File: src/hdl/f16od_pkg.sv
// ----------------------------------------------------------------------------
// f16od_pkg
// Shared types, operation codes and the combinational decode function of the
// fixed 16-bit opcode decoder.
// ----------------------------------------------------------------------------
package f16od_pkg;

	// Operation family numbers.
	localparam logic [5:0] OP_ADDI       = 6'd0;
	localparam logic [5:0] OP_MOVREGDISP = 6'd1;
	localparam logic [5:0] OP_CMP        = 6'd2;
	localparam logic [5:0] OP_BT         = 6'd3;
	localparam logic [5:0] OP_MOVI       = 6'd4;
	localparam logic [5:0] OP_BRA        = 6'd5;
	localparam logic [5:0] OP_MOVIIMM    = 6'd6;
	localparam logic [5:0] OP_BSR        = 6'd7;
	localparam logic [5:0] OP_MOVGBRDISP = 6'd8;
	localparam logic [5:0] OP_MOVA       = 6'd9;
	localparam logic [5:0] OP_TSTI       = 6'd10;
	localparam logic [5:0] OP_ANDI       = 6'd11;
	localparam logic [5:0] OP_XORI       = 6'd12;
	localparam logic [5:0] OP_ORI        = 6'd13;
	localparam logic [5:0] OP_TSTB       = 6'd14;
	localparam logic [5:0] OP_ANDB       = 6'd15;
	localparam logic [5:0] OP_XORB       = 6'd16;
	localparam logic [5:0] OP_ORB        = 6'd17;
	localparam logic [5:0] OP_DIV0S      = 6'd18;
	localparam logic [5:0] OP_DIV1       = 6'd19;
	localparam logic [5:0] OP_NEG        = 6'd20;
	localparam logic [5:0] OP_NEGC       = 6'd21;
	localparam logic [5:0] OP_SUB        = 6'd22;
	localparam logic [5:0] OP_SUBC       = 6'd23;
	localparam logic [5:0] OP_ADD        = 6'd24;
	localparam logic [5:0] OP_ADDC       = 6'd25;
	localparam logic [5:0] OP_ADDV       = 6'd26;
	localparam logic [5:0] OP_AND        = 6'd27;
	localparam logic [5:0] OP_XOR        = 6'd28;
	localparam logic [5:0] OP_OR         = 6'd29;
	localparam logic [5:0] OP_MOV        = 6'd30;
	localparam logic [5:0] OP_TST        = 6'd31;
	localparam logic [5:0] OP_MULXW      = 6'd32;
	localparam logic [5:0] OP_EXTU       = 6'd33;
	localparam logic [5:0] OP_EXTS       = 6'd34;
	localparam logic [5:0] OP_SWAPB      = 6'd35;
	localparam logic [5:0] OP_SWAPW      = 6'd36;
	localparam logic [5:0] OP_XTRCT      = 6'd37;
	localparam logic [5:0] OP_MOVT       = 6'd38;
	localparam logic [5:0] OP_STC        = 6'd39;
	localparam logic [5:0] OP_SHLL       = 6'd40;
	localparam logic [5:0] OP_SHLLN      = 6'd41;
	localparam logic [5:0] OP_SHLR       = 6'd42;
	localparam logic [5:0] OP_SHLRN      = 6'd43;
	localparam logic [5:0] OP_SHAR       = 6'd44;
	localparam logic [5:0] OP_ROTL       = 6'd45;
	localparam logic [5:0] OP_ROTR       = 6'd46;
	localparam logic [5:0] OP_ROTCL      = 6'd47;
	localparam logic [5:0] OP_ROTCR      = 6'd48;
	localparam logic [5:0] OP_LDC        = 6'd49;
	localparam logic [5:0] OP_JSR        = 6'd50;
	localparam logic [5:0] OP_STS        = 6'd51;
	localparam logic [5:0] OP_LDS        = 6'd52;
	localparam logic [5:0] OP_JMP        = 6'd53;
	localparam logic [5:0] OP_CLRT       = 6'd54;
	localparam logic [5:0] OP_NOP        = 6'd55;
	localparam logic [5:0] OP_RTS        = 6'd56;
	localparam logic [5:0] OP_DIV0U      = 6'd57;
	localparam logic [5:0] OP_COUNT      = 6'd58;

	// Access sizes.
	localparam logic [1:0] SZ_BYTE = 2'd0;
	localparam logic [1:0] SZ_WORD = 2'd1;
	localparam logic [1:0] SZ_LONG = 2'd2;

	// Addressing modes.
	localparam logic [2:0] MODE_DIRECT  = 3'd0;
	localparam logic [2:0] MODE_IND     = 3'd1;
	localparam logic [2:0] MODE_IDX     = 3'd2;
	localparam logic [2:0] MODE_PREDEC  = 3'd3;
	localparam logic [2:0] MODE_POSTINC = 3'd4;

	// Compare conditions.
	localparam logic [3:0] CC_EQIMM = 4'd0;
	localparam logic [3:0] CC_EQ    = 4'd1;
	localparam logic [3:0] CC_GE    = 4'd2;
	localparam logic [3:0] CC_GT    = 4'd3;
	localparam logic [3:0] CC_HI    = 4'd4;
	localparam logic [3:0] CC_HS    = 4'd5;
	localparam logic [3:0] CC_STR   = 4'd6;
	localparam logic [3:0] CC_PL    = 4'd7;
	localparam logic [3:0] CC_PZ    = 4'd8;

	typedef struct packed {
		logic [5:0] operation;
		logic [1:0] access_size;
		logic       variant_flag;
		logic [2:0] source_mode;
		logic [2:0] dest_mode;
		logic [3:0] compare_cond;
		logic [1:0] special_reg;
		logic [4:0] shift_count;
		logic       illegal;
	} decode_t;

	// Classifies one instruction word. The four mask groups are tried in
	// priority order; the first one that hits supplies the whole result.
	function automatic decode_t decode_word(input logic [15:0] w);
		decode_t    d;
		logic       hit;
		logic [3:0] top;
		logic [3:0] sub;
		logic [3:0] lo;
		logic [1:0] r;
		top = w[15:12];
		sub = w[11:8];
		lo  = w[3:0];
		r   = w[5:4];

		// Top nibble, with the second nibble for the 0x8 and 0xc rows.
		d   = '0;
		hit = 1'b1;
		case (top)
			4'h7: d.operation = OP_ADDI;
			4'h1: begin
				d.operation = OP_MOVREGDISP; d.access_size = SZ_LONG;
			end
			4'h5: begin
				d.operation = OP_MOVREGDISP; d.access_size = SZ_LONG;
				d.variant_flag = 1'b1;
			end
			4'h9: begin
				d.operation = OP_MOVI; d.access_size = SZ_WORD;
			end
			4'ha: d.operation = OP_BRA;
			4'hd: begin
				d.operation = OP_MOVI; d.access_size = SZ_LONG;
			end
			4'he: d.operation = OP_MOVIIMM;
			4'hb: d.operation = OP_BSR;
			4'h8: begin
				case (sub)
					4'h0: d.operation = OP_MOVREGDISP;
					4'h1: begin
						d.operation = OP_MOVREGDISP; d.access_size = SZ_WORD;
					end
					4'h4: begin
						d.operation = OP_MOVREGDISP; d.variant_flag = 1'b1;
					end
					4'h5: begin
						d.operation = OP_MOVREGDISP; d.access_size = SZ_WORD;
						d.variant_flag = 1'b1;
					end
					4'h8: begin
						d.operation = OP_CMP; d.compare_cond = CC_EQIMM;
					end
					4'h9: begin
						d.operation = OP_BT; d.variant_flag = 1'b1;
					end
					4'hb: d.operation = OP_BT;
					default: hit = 1'b0;
				endcase
			end
			4'hc: begin
				if (sub[3]) begin
					d.operation = OP_TSTI + {3'b000, sub[2:0]};
				end else if (sub == 4'h7) begin
					d.operation = OP_MOVA;
				end else if (sub == 4'h3) begin
					hit = 1'b0;
				end else begin
					// Sizes repeat in both halves; the upper half loads.
					d.operation    = OP_MOVGBRDISP;
					d.access_size  = sub[1:0];
					d.variant_flag = sub[2];
				end
			end
			default: hit = 1'b0;
		endcase

		// Top nibble with low nibble.
		if (!hit) begin
			d   = '0;
			hit = 1'b1;
			case ({top, lo})
				8'h30: begin d.operation = OP_CMP; d.compare_cond = CC_EQ;  end
				8'h33: begin d.operation = OP_CMP; d.compare_cond = CC_GE;  end
				8'h37: begin d.operation = OP_CMP; d.compare_cond = CC_GT;  end
				8'h36: begin d.operation = OP_CMP; d.compare_cond = CC_HI;  end
				8'h32: begin d.operation = OP_CMP; d.compare_cond = CC_HS;  end
				8'h2c: begin d.operation = OP_CMP; d.compare_cond = CC_STR; end
				8'h27: d.operation = OP_DIV0S;
				8'h34: d.operation = OP_DIV1;
				8'h6b: d.operation = OP_NEG;
				8'h6a: d.operation = OP_NEGC;
				8'h38: d.operation = OP_SUB;
				8'h3a: d.operation = OP_SUBC;
				8'h3c: d.operation = OP_ADD;
				8'h3e: d.operation = OP_ADDC;
				8'h3f: d.operation = OP_ADDV;
				8'h29: d.operation = OP_AND;
				8'h2a: d.operation = OP_XOR;
				8'h2b: d.operation = OP_OR;
				8'h63: begin d.operation = OP_MOV; d.access_size = SZ_LONG; end
				8'h20, 8'h21, 8'h22: begin
					d.operation = OP_MOV; d.access_size = lo[1:0];
					d.dest_mode = MODE_IND;
				end
				8'h28: d.operation = OP_TST;
				8'h60, 8'h61, 8'h62: begin
					d.operation = OP_MOV; d.access_size = lo[1:0];
					d.source_mode = MODE_IND;
				end
				8'h04, 8'h05, 8'h06: begin
					d.operation = OP_MOV; d.access_size = lo[1:0];
					d.dest_mode = MODE_IDX;
				end
				8'h0c, 8'h0d, 8'h0e: begin
					d.operation = OP_MOV; d.access_size = lo[1:0];
					d.source_mode = MODE_IDX;
				end
				8'h2e: d.operation = OP_MULXW;
				8'h2f: begin d.operation = OP_MULXW; d.variant_flag = 1'b1; end
				8'h6c: d.operation = OP_EXTU;
				8'h6d: begin d.operation = OP_EXTU; d.access_size = SZ_WORD; end
				8'h6e: d.operation = OP_EXTS;
				8'h6f: begin d.operation = OP_EXTS; d.access_size = SZ_WORD; end
				8'h24, 8'h25, 8'h26: begin
					d.operation = OP_MOV; d.access_size = lo[1:0];
					d.dest_mode = MODE_PREDEC;
				end
				8'h64, 8'h65, 8'h66: begin
					d.operation = OP_MOV; d.access_size = lo[1:0];
					d.source_mode = MODE_POSTINC;
				end
				8'h68: d.operation = OP_SWAPB;
				8'h69: d.operation = OP_SWAPW;
				8'h2d: d.operation = OP_XTRCT;
				default: hit = 1'b0;
			endcase
		end

		// Top nibble with low byte.
		if (!hit) begin
			d   = '0;
			hit = 1'b1;
			case ({top, w[7:0]})
				12'h029: d.operation = OP_MOVT;
				12'h002, 12'h012, 12'h022: begin
					d.operation = OP_STC; d.special_reg = r;
				end
				12'h403, 12'h413, 12'h423: begin
					d.operation = OP_STC; d.dest_mode = MODE_PREDEC; d.special_reg = r;
				end
				12'h415: begin d.operation = OP_CMP; d.compare_cond = CC_PL; end
				12'h411: begin d.operation = OP_CMP; d.compare_cond = CC_PZ; end
				12'h400: begin d.operation = OP_SHLL;  d.shift_count = 5'd1;  end
				12'h408: begin d.operation = OP_SHLLN; d.shift_count = 5'd2;  end
				12'h418: begin d.operation = OP_SHLLN; d.shift_count = 5'd8;  end
				12'h428: begin d.operation = OP_SHLLN; d.shift_count = 5'd16; end
				12'h401: begin d.operation = OP_SHLR;  d.shift_count = 5'd1;  end
				12'h409: begin d.operation = OP_SHLRN; d.shift_count = 5'd2;  end
				12'h419: begin d.operation = OP_SHLRN; d.shift_count = 5'd8;  end
				12'h429: begin d.operation = OP_SHLRN; d.shift_count = 5'd16; end
				12'h421: begin d.operation = OP_SHAR;  d.shift_count = 5'd1;  end
				12'h404: d.operation = OP_ROTL;
				12'h405: d.operation = OP_ROTR;
				12'h424: d.operation = OP_ROTCL;
				12'h425: d.operation = OP_ROTCR;
				12'h40e, 12'h41e, 12'h42e: begin
					d.operation = OP_LDC; d.special_reg = r;
				end
				12'h407, 12'h417, 12'h427: begin
					d.operation = OP_LDC; d.source_mode = MODE_POSTINC; d.special_reg = r;
				end
				12'h40b: d.operation = OP_JSR;
				12'h00a, 12'h01a, 12'h02a: begin
					d.operation = OP_STS; d.special_reg = r;
				end
				12'h402, 12'h412, 12'h422: begin
					d.operation = OP_STS; d.dest_mode = MODE_PREDEC; d.special_reg = r;
				end
				12'h40a, 12'h41a, 12'h42a: begin
					d.operation = OP_LDS; d.special_reg = r;
				end
				12'h406, 12'h416, 12'h426: begin
					d.operation = OP_LDS; d.source_mode = MODE_POSTINC; d.special_reg = r;
				end
				12'h42b: d.operation = OP_JMP;
				default: hit = 1'b0;
			endcase
		end

		// Exact word.
		if (!hit) begin
			d   = '0;
			hit = 1'b1;
			case (w)
				16'h0008: d.operation = OP_CLRT;
				16'h0009: d.operation = OP_NOP;
				16'h000b: d.operation = OP_RTS;
				16'h0019: d.operation = OP_DIV0U;
				default:  hit = 1'b0;
			endcase
		end

		if (!hit) begin
			d         = '0;
			d.illegal = 1'b1;
		end
		return d;
	endfunction

endpackage

File: src/hdl/fixed16_opcode_decoder_core.sv
// ----------------------------------------------------------------------------
// fixed16_opcode_decoder_core
// Two-stage decoder that classifies one 16-bit instruction word per cycle unless stalled.
// ----------------------------------------------------------------------------
// The block takes one instruction word per item and returns one result item
// holding the operation family and its qualifiers (size, flag, addressing
// modes, compare condition, special register, shift count) or the illegal
// flag when no pattern matches. It sustains one item per clock cycle while
// out_ready stays high: the word is captured in an input register, decoded
// by a single pass of table logic, and the result lands in an output
// register, where it is offered until out_ready takes it. The input stage
// also advances when it is empty, so a result that waits on out_ready
// does not stop the next word from entering while the input stage has room.
// The block keeps no state besides the pipeline, and reset only clears the
// valid bits.
// ----------------------------------------------------------------------------
module fixed16_opcode_decoder_core (
	input  logic        clk,
	input  logic        arst_n,
	input  logic        in_valid,
	output logic        in_ready,
	input  logic [15:0] opcode_word,
	output logic        out_valid,
	input  logic        out_ready,
	output logic [5:0]  operation,
	output logic [1:0]  access_size,
	output logic        variant_flag,
	output logic [2:0]  source_mode,
	output logic [2:0]  dest_mode,
	output logic [3:0]  compare_cond,
	output logic [1:0]  special_reg,
	output logic [4:0]  shift_count,
	output logic        illegal
);

	logic              valid_s1;
	logic [15:0]       word_s1;
	logic              valid_s2;
	f16od_pkg::decode_t res_s2;
	f16od_pkg::decode_t res_comb;
	logic              adv_s2;
	logic              adv_s1;

	// The result stage can take a new item when it is empty or its item
	// leaves this cycle; the input stage likewise when it can hand its item on.
	assign adv_s2   = !valid_s2 || out_ready;
	assign adv_s1   = !valid_s1 || adv_s2;
	assign in_ready = adv_s1;

	// The whole classification is one pass of table logic on the held word.
	assign res_comb = f16od_pkg::decode_word(word_s1);

	always_ff @(posedge clk or negedge arst_n) begin
		if (!arst_n) begin
			valid_s1 <= 1'b0;
			valid_s2 <= 1'b0;
		end else begin
			if (adv_s1) begin
				valid_s1 <= in_valid;
			end
			if (adv_s2) begin
				valid_s2 <= valid_s1;
			end
		end
	end

	// Payload registers load only when their stage advances with an item.
	always_ff @(posedge clk) begin
		if (adv_s1 && in_valid) begin
			word_s1 <= opcode_word;
		end
		if (adv_s2 && valid_s1) begin
			res_s2 <= res_comb;
		end
	end

	assign out_valid    = valid_s2;
	assign operation    = res_s2.operation;
	assign access_size  = res_s2.access_size;
	assign variant_flag = res_s2.variant_flag;
	assign source_mode  = res_s2.source_mode;
	assign dest_mode    = res_s2.dest_mode;
	assign compare_cond = res_s2.compare_cond;
	assign special_reg  = res_s2.special_reg;
	assign shift_count  = res_s2.shift_count;
	assign illegal      = res_s2.illegal;

endmodule

File: config.mk
export PLATFORM = sky130hd
export DESIGN_NAME = fixed16_opcode_decoder_core
export DESIGN_NICKNAME = d
export VERILOG_FILES = /design/src/hdl/f16od_pkg.sv /design/src/hdl/fixed16_opcode_decoder_core.sv
export SDC_FILE = /design/constraint.sdc
export NUM_CORES = 1
export LEC_CHECK = 0
export BUFFER_PORTS_ARGS = -buffer_cell sky130_fd_sc_hd__buf_2
export CORE_ASPECT_RATIO = 1.4
export CORE_MARGIN = 1
export CORE_UTILIZATION = 55
export CTS_CLUSTER_SIZE = 28
export DETAILED_ROUTE_END_ITERATION = 7
export PLACE_DENSITY = 0.83
export SLEW_MARGIN = 20
export SYNTH_ARGS = -nofsm -noshare
export SYNTH_HDL_FRONTEND = slang
export SYNTH_SLANG_ARGS = --single-unit
File: constraint.sdc
create_clock -name clk -period 3.45 [get_ports clk]
set_input_delay 0.345 -clock clk [delete_from_list [all_inputs] [get_ports clk]]
set_output_delay 0.345 -clock clk [all_outputs]
set_load 0.005 [all_outputs]
* After elaboration in Yosys (flattened, before gate mapping) *
Index checks and enable logic that the tools add are counted.

word-level totals
  bits in registers = 45
  latch bits = 0
  memory bits (writable) = 0
  ROM bits = 0
  input bits = 20
  logic and storage cells = 210
  memories = 0

operators by class
  $add $sub $neg = 1
  multipliers = 0
  div/mod/pow operators = 0
  order comparisons = 0
  equality and inequality tests = 111
  shifts and indexed selects = 0
  mux-type cells = 38
  bitwise operators = 0
  reductions and logical operators = 48

operators by type and width
  kind                                                               number
  12-bit by 11-bit == test with 1-bit output, second input constant  35
  8-bit by 6-bit == test with 1-bit output, second input constant    26
  6-bit case mux with 21 select lines                                1
  8-bit by 7-bit == test with 1-bit output, second input constant    15
  6-bit case mux with 17 select lines                                1
  27-bit 2-to-1 mux                                                  3
  16-bit by 4-bit == test with 1-bit output, second input constant   3
  47-bit OR reduction                                                1
  6-bit case mux with 7 select lines                                 1
  42-bit OR reduction                                                1
  6-bit OR reduction                                                 7
  4-bit == test, second input constant                               10
  12-bit by 6-bit == test with 1-bit output, second input constant   3
  3-bit OR reduction                                                 11
  12-bit by 5-bit == test with 1-bit output, second input constant   2
  8-bit by 3-bit == test with 1-bit output, second input constant    3
  8-bit by 4-bit == test with 1-bit output, second input constant    3
  6-bit case mux with 4 select lines                                 1
  2-bit OR reduction                                                 12
  24-bit OR reduction                                                1
  4-bit by 3-bit == test with 1-bit output, second input constant    5
  5-bit case mux with 4 select lines                                 1
  19-bit OR reduction                                                1
  2-bit case mux with 3 select lines                                 3
  other kinds (27)                                                   48

* Longest topological paths before layout *
  word-level depth = 9
  depth in mapped cells = 9
  mapped depth without buffers = 6

* Worst setup path after synthesis *
OpenSTA, ideal clock, no wires.

  path kind = register to register
  from = register word_s1[14]
  to = register res_s2 (netlist bit operation[5]), data pin
  setup time = 0.272 ns
  data arrival time = 1.835 ns
  slack = 1.343 ns
  cell stages (with the launch flop) = 8
  buffers on the path = 1
  clock period less this slack = 2.107 ns
  cell sequence = edfxtp_1 buf_4 or3b_2 nand4_1 o2111ai_1 nor4_2 and4b_4 a41oi_2

on the way
  cells in the longest elaborated chain, start to end = 6

RTL lines
  what                                                                    RTL line                           source
  start: declaration                                                      fixed16_opcode_decoder_core.sv:37  logic [15:0] word_s1;
  start signal: assignment                                                fixed16_opcode_decoder_core.sv:70  word_s1 <= opcode_word;
  8-bit by 7-bit == test with 1-bit output, or another cell as far along  f16od_pkg.sv:183                   case ({top, lo})
  19-bit OR reduction (no source line), or another cell as far along      --
  6-bit case mux with 21 select lines, or another cell as far along       f16od_pkg.sv:183
  27-bit 2-to-1 mux or 1-bit 2-to-1 mux (tied branches)                   f16od_pkg.sv:180                   if (!hit) begin
  27-bit 2-to-1 mux or 1-bit 2-to-1 mux (tied branches)                   f16od_pkg.sv:242                   if (!hit) begin
  27-bit 2-to-1 mux or 1-bit 2-to-1 mux (tied branches)                   f16od_pkg.sv:293                   if (!hit) begin
  end signal: assignment                                                  fixed16_opcode_decoder_core.sv:73  res_s2 <= res_comb;
  end: declaration                                                        fixed16_opcode_decoder_core.sv:39  f16od_pkg::decode_t res_s2;

Parallel ways exist; a longest one is shown, timed or not.
A chain may end at the register's enable or synchronous reset.

* Worst setup path in the final report *
  from = register word_s1[15]
  to = register res_s2 (netlist bit operation[5]), data pin

The elaborated chain is that of the path after synthesis.

==> run summary <==
• complete, no violations — outcome
• clkbuf_8 — clock root buffer
• 14,200 µm — global-route wire length before repair
• 2840 ps — signal arrival time at the worst endpoint
• 300 ps — latest clock arrival within the worst-skew pair
• 5 — DR pass1 iterations
• 9090 µm — Routed WL
• 2,783 — number of global-route vias before repair
• 5 — TritonCTS Buffers
• operation[5] — endpoint of the most critical register-to-register path
• 2 — CTS H-tree lvls
• 20.3 µm — average wire per cell in the routed design
• 43 — count of state elements after synthesis
• 1.23 nW — leakage power
• 31.2% — overall routing resource usage
• false — RSZ-0062 raised after global routing
• 80 ps — clock-pin slew on the worst setup and hold paths
• 2800 ps — final worst path period need
• reg -> reg — worst setup path class
• 650 ps — FF-to-FF setup slack
• 515 — final-layout fill cell count
• 6.91 — Vias/cell
• 41 — EDFF count, synth
• 6190 µm² — Die Outline Area
• 39.6% — share of synthesized area occupied by flip-flops and latches
• 0 — number of warnings reported in the yosys synthesis log
• 49 — Boundary Pins
• buf_2 — most common cell after layout, fill and taps aside
• 1.06 — routability-driven placement congestion ratio
• 3230 µm² — post-synthesis instance area
• 213 ps — post-route worst hold slack
• 0 — n_diodes
• 0 — number of endpoints failing setup at the final stage
• word_s1[15] — r2r startpoint
• 343 nW/µm² — power per unit of standard cell area
• 40 — pin count of the biggest net entering global routing
• 6610 µm — final HPWL from detailed placement
• 0 — number of DRC violations after detailed routing
• 33.0% — worst-case headroom to the max-slew limit
• 0 — endpoints failing hold
• 400 — net total in the final layout
• 57.7% — effective utilization at floorplan
• flip-flop — critical path startpoint category
• flip-flop — Crit. End Element
• 0 — Remaining Overflow, GRT
• 9.21% — Area Growth Syn to Fin
• edfxtp_1 — ys flop type
• 0 — number of nets with antenna violations after routing
• 16 — Largest register FFs
• 0 — # Post-CTS Setup Buffers
• buf_2 (46), edfxtp_1 (41), nor2_1 (29) — most used cells in the layout excluding fill and tap cells
• 3500 ps — CP required
• operation[5] — crit path capture
• 81.1% — portion of the clock cycle consumed by the worst path in the final layout
• 461 — DRC violation total after the first TritonRoute iteration
• word_s1 — register with the most flip-flops
• 1.21 mW — post-route total power
• 46 — port buffer count
• 32 — # rows
• 3,091 — total via count in the routed design
• 23.5% — fraction of final layout cells with drive strength greater than 1
• 43 — clock sinks
• 5610 µm² — placeable core area
• 6 — length in cells of the worst reg-to-reg path
• 9.26 µm² — Synth Area per Inst
• 4.65% — async set-or-reset flop fraction in the synthesized netlist
• 0 — maxcap violations
• 1000 ps — Least-Margin Pin Slew
• 76 — count of distinct cell types in the synthesized netlist
• 0 ps — setup TNS
• 4.00 ps — largest clock skew in the final design
• 0 — Final Max Tran Viols
• 357 MHz — Fmax
• 349 — instance count of the mapped netlist
• 0.213 mV — worst-case vdd ir drop
• 66.8 µm — Die X
• in -> reg — class of the most critical hold timing path
• 2 — maximum clock path buffer count
• 0 — antenna violations before repair
• 92.7 µm — die span in y
• yes — clock tree from TritonCTS
• 27 — peak fanout along the critical path
• word_s1[15] — critical path launch point
[per-stage QoR]
step           setup WS (ps)  area, µm²  instances  util [%]
6_report                 651       3530        447      63.0
5_1_grt                  536       3530        447      63.0
4_1_cts                  729       3530        447      62.9
3_5_place_dp             735       3440        439      61.4
3_3_place_gp             752       3440        439      61.4
2_1_floorplan           1340       3240        350         -
[layout make-up]
class	instances	area, µm²	share of cell area [%]
Clock inverter	2	8.76	0.248
Sequential cell	43	1280	36.3
Clock buffer	5	68.8	1.95
Timing Repair Buffer	57	315	8.93
Multi-Input combinational cell	263	1740	49.2
Inverter	9	33.8	0.957
Tap cell	68	85.1	2.41
[worst min path at each step]
stage / start / endpoint / cells past startpoint / slack [ps]
after floorplan: arst_n / out_valid / 0 / 50
after global placement: arst_n / out_valid / 1 / 130
after detailed placement: arst_n / out_valid / 1 / 130
after CTS: opcode_word[9] / word_s1[9] / 1 / 210
after global routing: opcode_word[9] / word_s1[9] / 1 / 200
final: opcode_word[15] / word_s1[15] / 1 / 210
[where the power goes]
part / switching (mW) / leakage [nW] / internal, mW / total [mW]
logic: 0.146 / 0.761 / 0.0954 / 0.242
clock network: 0.173 / 0.0414 / 0.135 / 0.308
registers: 0.0450 / 0.425 / 0.618 / 0.663
total: 0.364 / 1.23 / 0.848 / 1.21
[repair_timing]
action	4_1_cts	5_1_grt
hold endpoints to repair	2	0
gates resized for setup	0	0
hold buffers	1	0
setup endpoints to repair	0	0
[cells by family after synthesis]
family,count (synthesis),synth area share (%)
buffers and inverters,44,6.77
DFF,43,39.6
other,1,0.116
AOI/OAI and AO/OA,85,19.5
and+or+nand+nor,166,31.0
muxes,1,0.310
adders and majority gates,2,0.697
xor gates and xnor gates,7,1.90
[metal layers]
| layer | vias to the layer above | global-route usage, % | share of wire [%] |
|---|---|---|---|
| met5 | - | 0 | 0 |
| li1 | 1405 | - | - |
| met4 | 0 | 19.5 | 5.6 |
| met1 | 1428 | 38.7 | 37 |
| met3 | 51 | 6.53 | 9.1 |
| met2 | 207 | 48.3 | 48 |
[Yosys cell counts, types with 3 or more instances]
| library cell | instances | area (µm²) |
|---|---|---|
| a31oi_1 | 5 | 31.3 |
| nor4_1 | 9 | 56.3 |
| or3_1 | 7 | 43.8 |
| nor2b_1 | 7 | 43.8 |
| nand4_1 | 8 | 50.1 |
| buf_2 | 16 | 80.1 |
| a21oi_1 | 16 | 80.1 |
| or4_1 | 3 | 22.5 |
| o2111ai_1 | 3 | 26.3 |
| a211oi_1 | 7 | 52.6 |
| o22ai_1 | 6 | 37.5 |
| and3_1 | 5 | 31.3 |
| nand2b_1 | 11 | 68.8 |
| or2_2 | 4 | 25.0 |
| nand2_1 | 23 | 86.3 |
| edfxtp_1 | 41 | 1230 |
| o32ai_1 | 4 | 35.0 |
| nor3_1 | 15 | 75.1 |
| nor3b_1 | 5 | 37.5 |
| nor2_1 | 29 | 109 |
| or3b_2 | 3 | 26.3 |
| xnor2_1 | 4 | 35.0 |
| xor2_1 | 3 | 26.3 |
| buf_4 | 3 | 22.5 |
| and2_1 | 3 | 18.8 |
| nand3_1 | 13 | 65.1 |
| inv_1 | 7 | 26.3 |
| clkbuf_1 | 9 | 33.8 |
| buf_1 | 4 | 15.0 |
| buf_6 | 3 | 33.8 |
| o21ai_0 | 10 | 50.1 |
| a32oi_1 | 5 | 43.8 |
| a2111oi_0 | 3 | 26.3 |
| o31ai_1 | 4 | 30.0 |
[critical path, cell delays in order, from the launching register on]
cell and delay (ps):
edfxtp_1 960, nand4bb_1 490, or4_1 220, o41ai_4 100, nor4_2 410, and4b_4 320
a41oi_2 40
No activity file was read; power rests on OpenSTA's default activity.
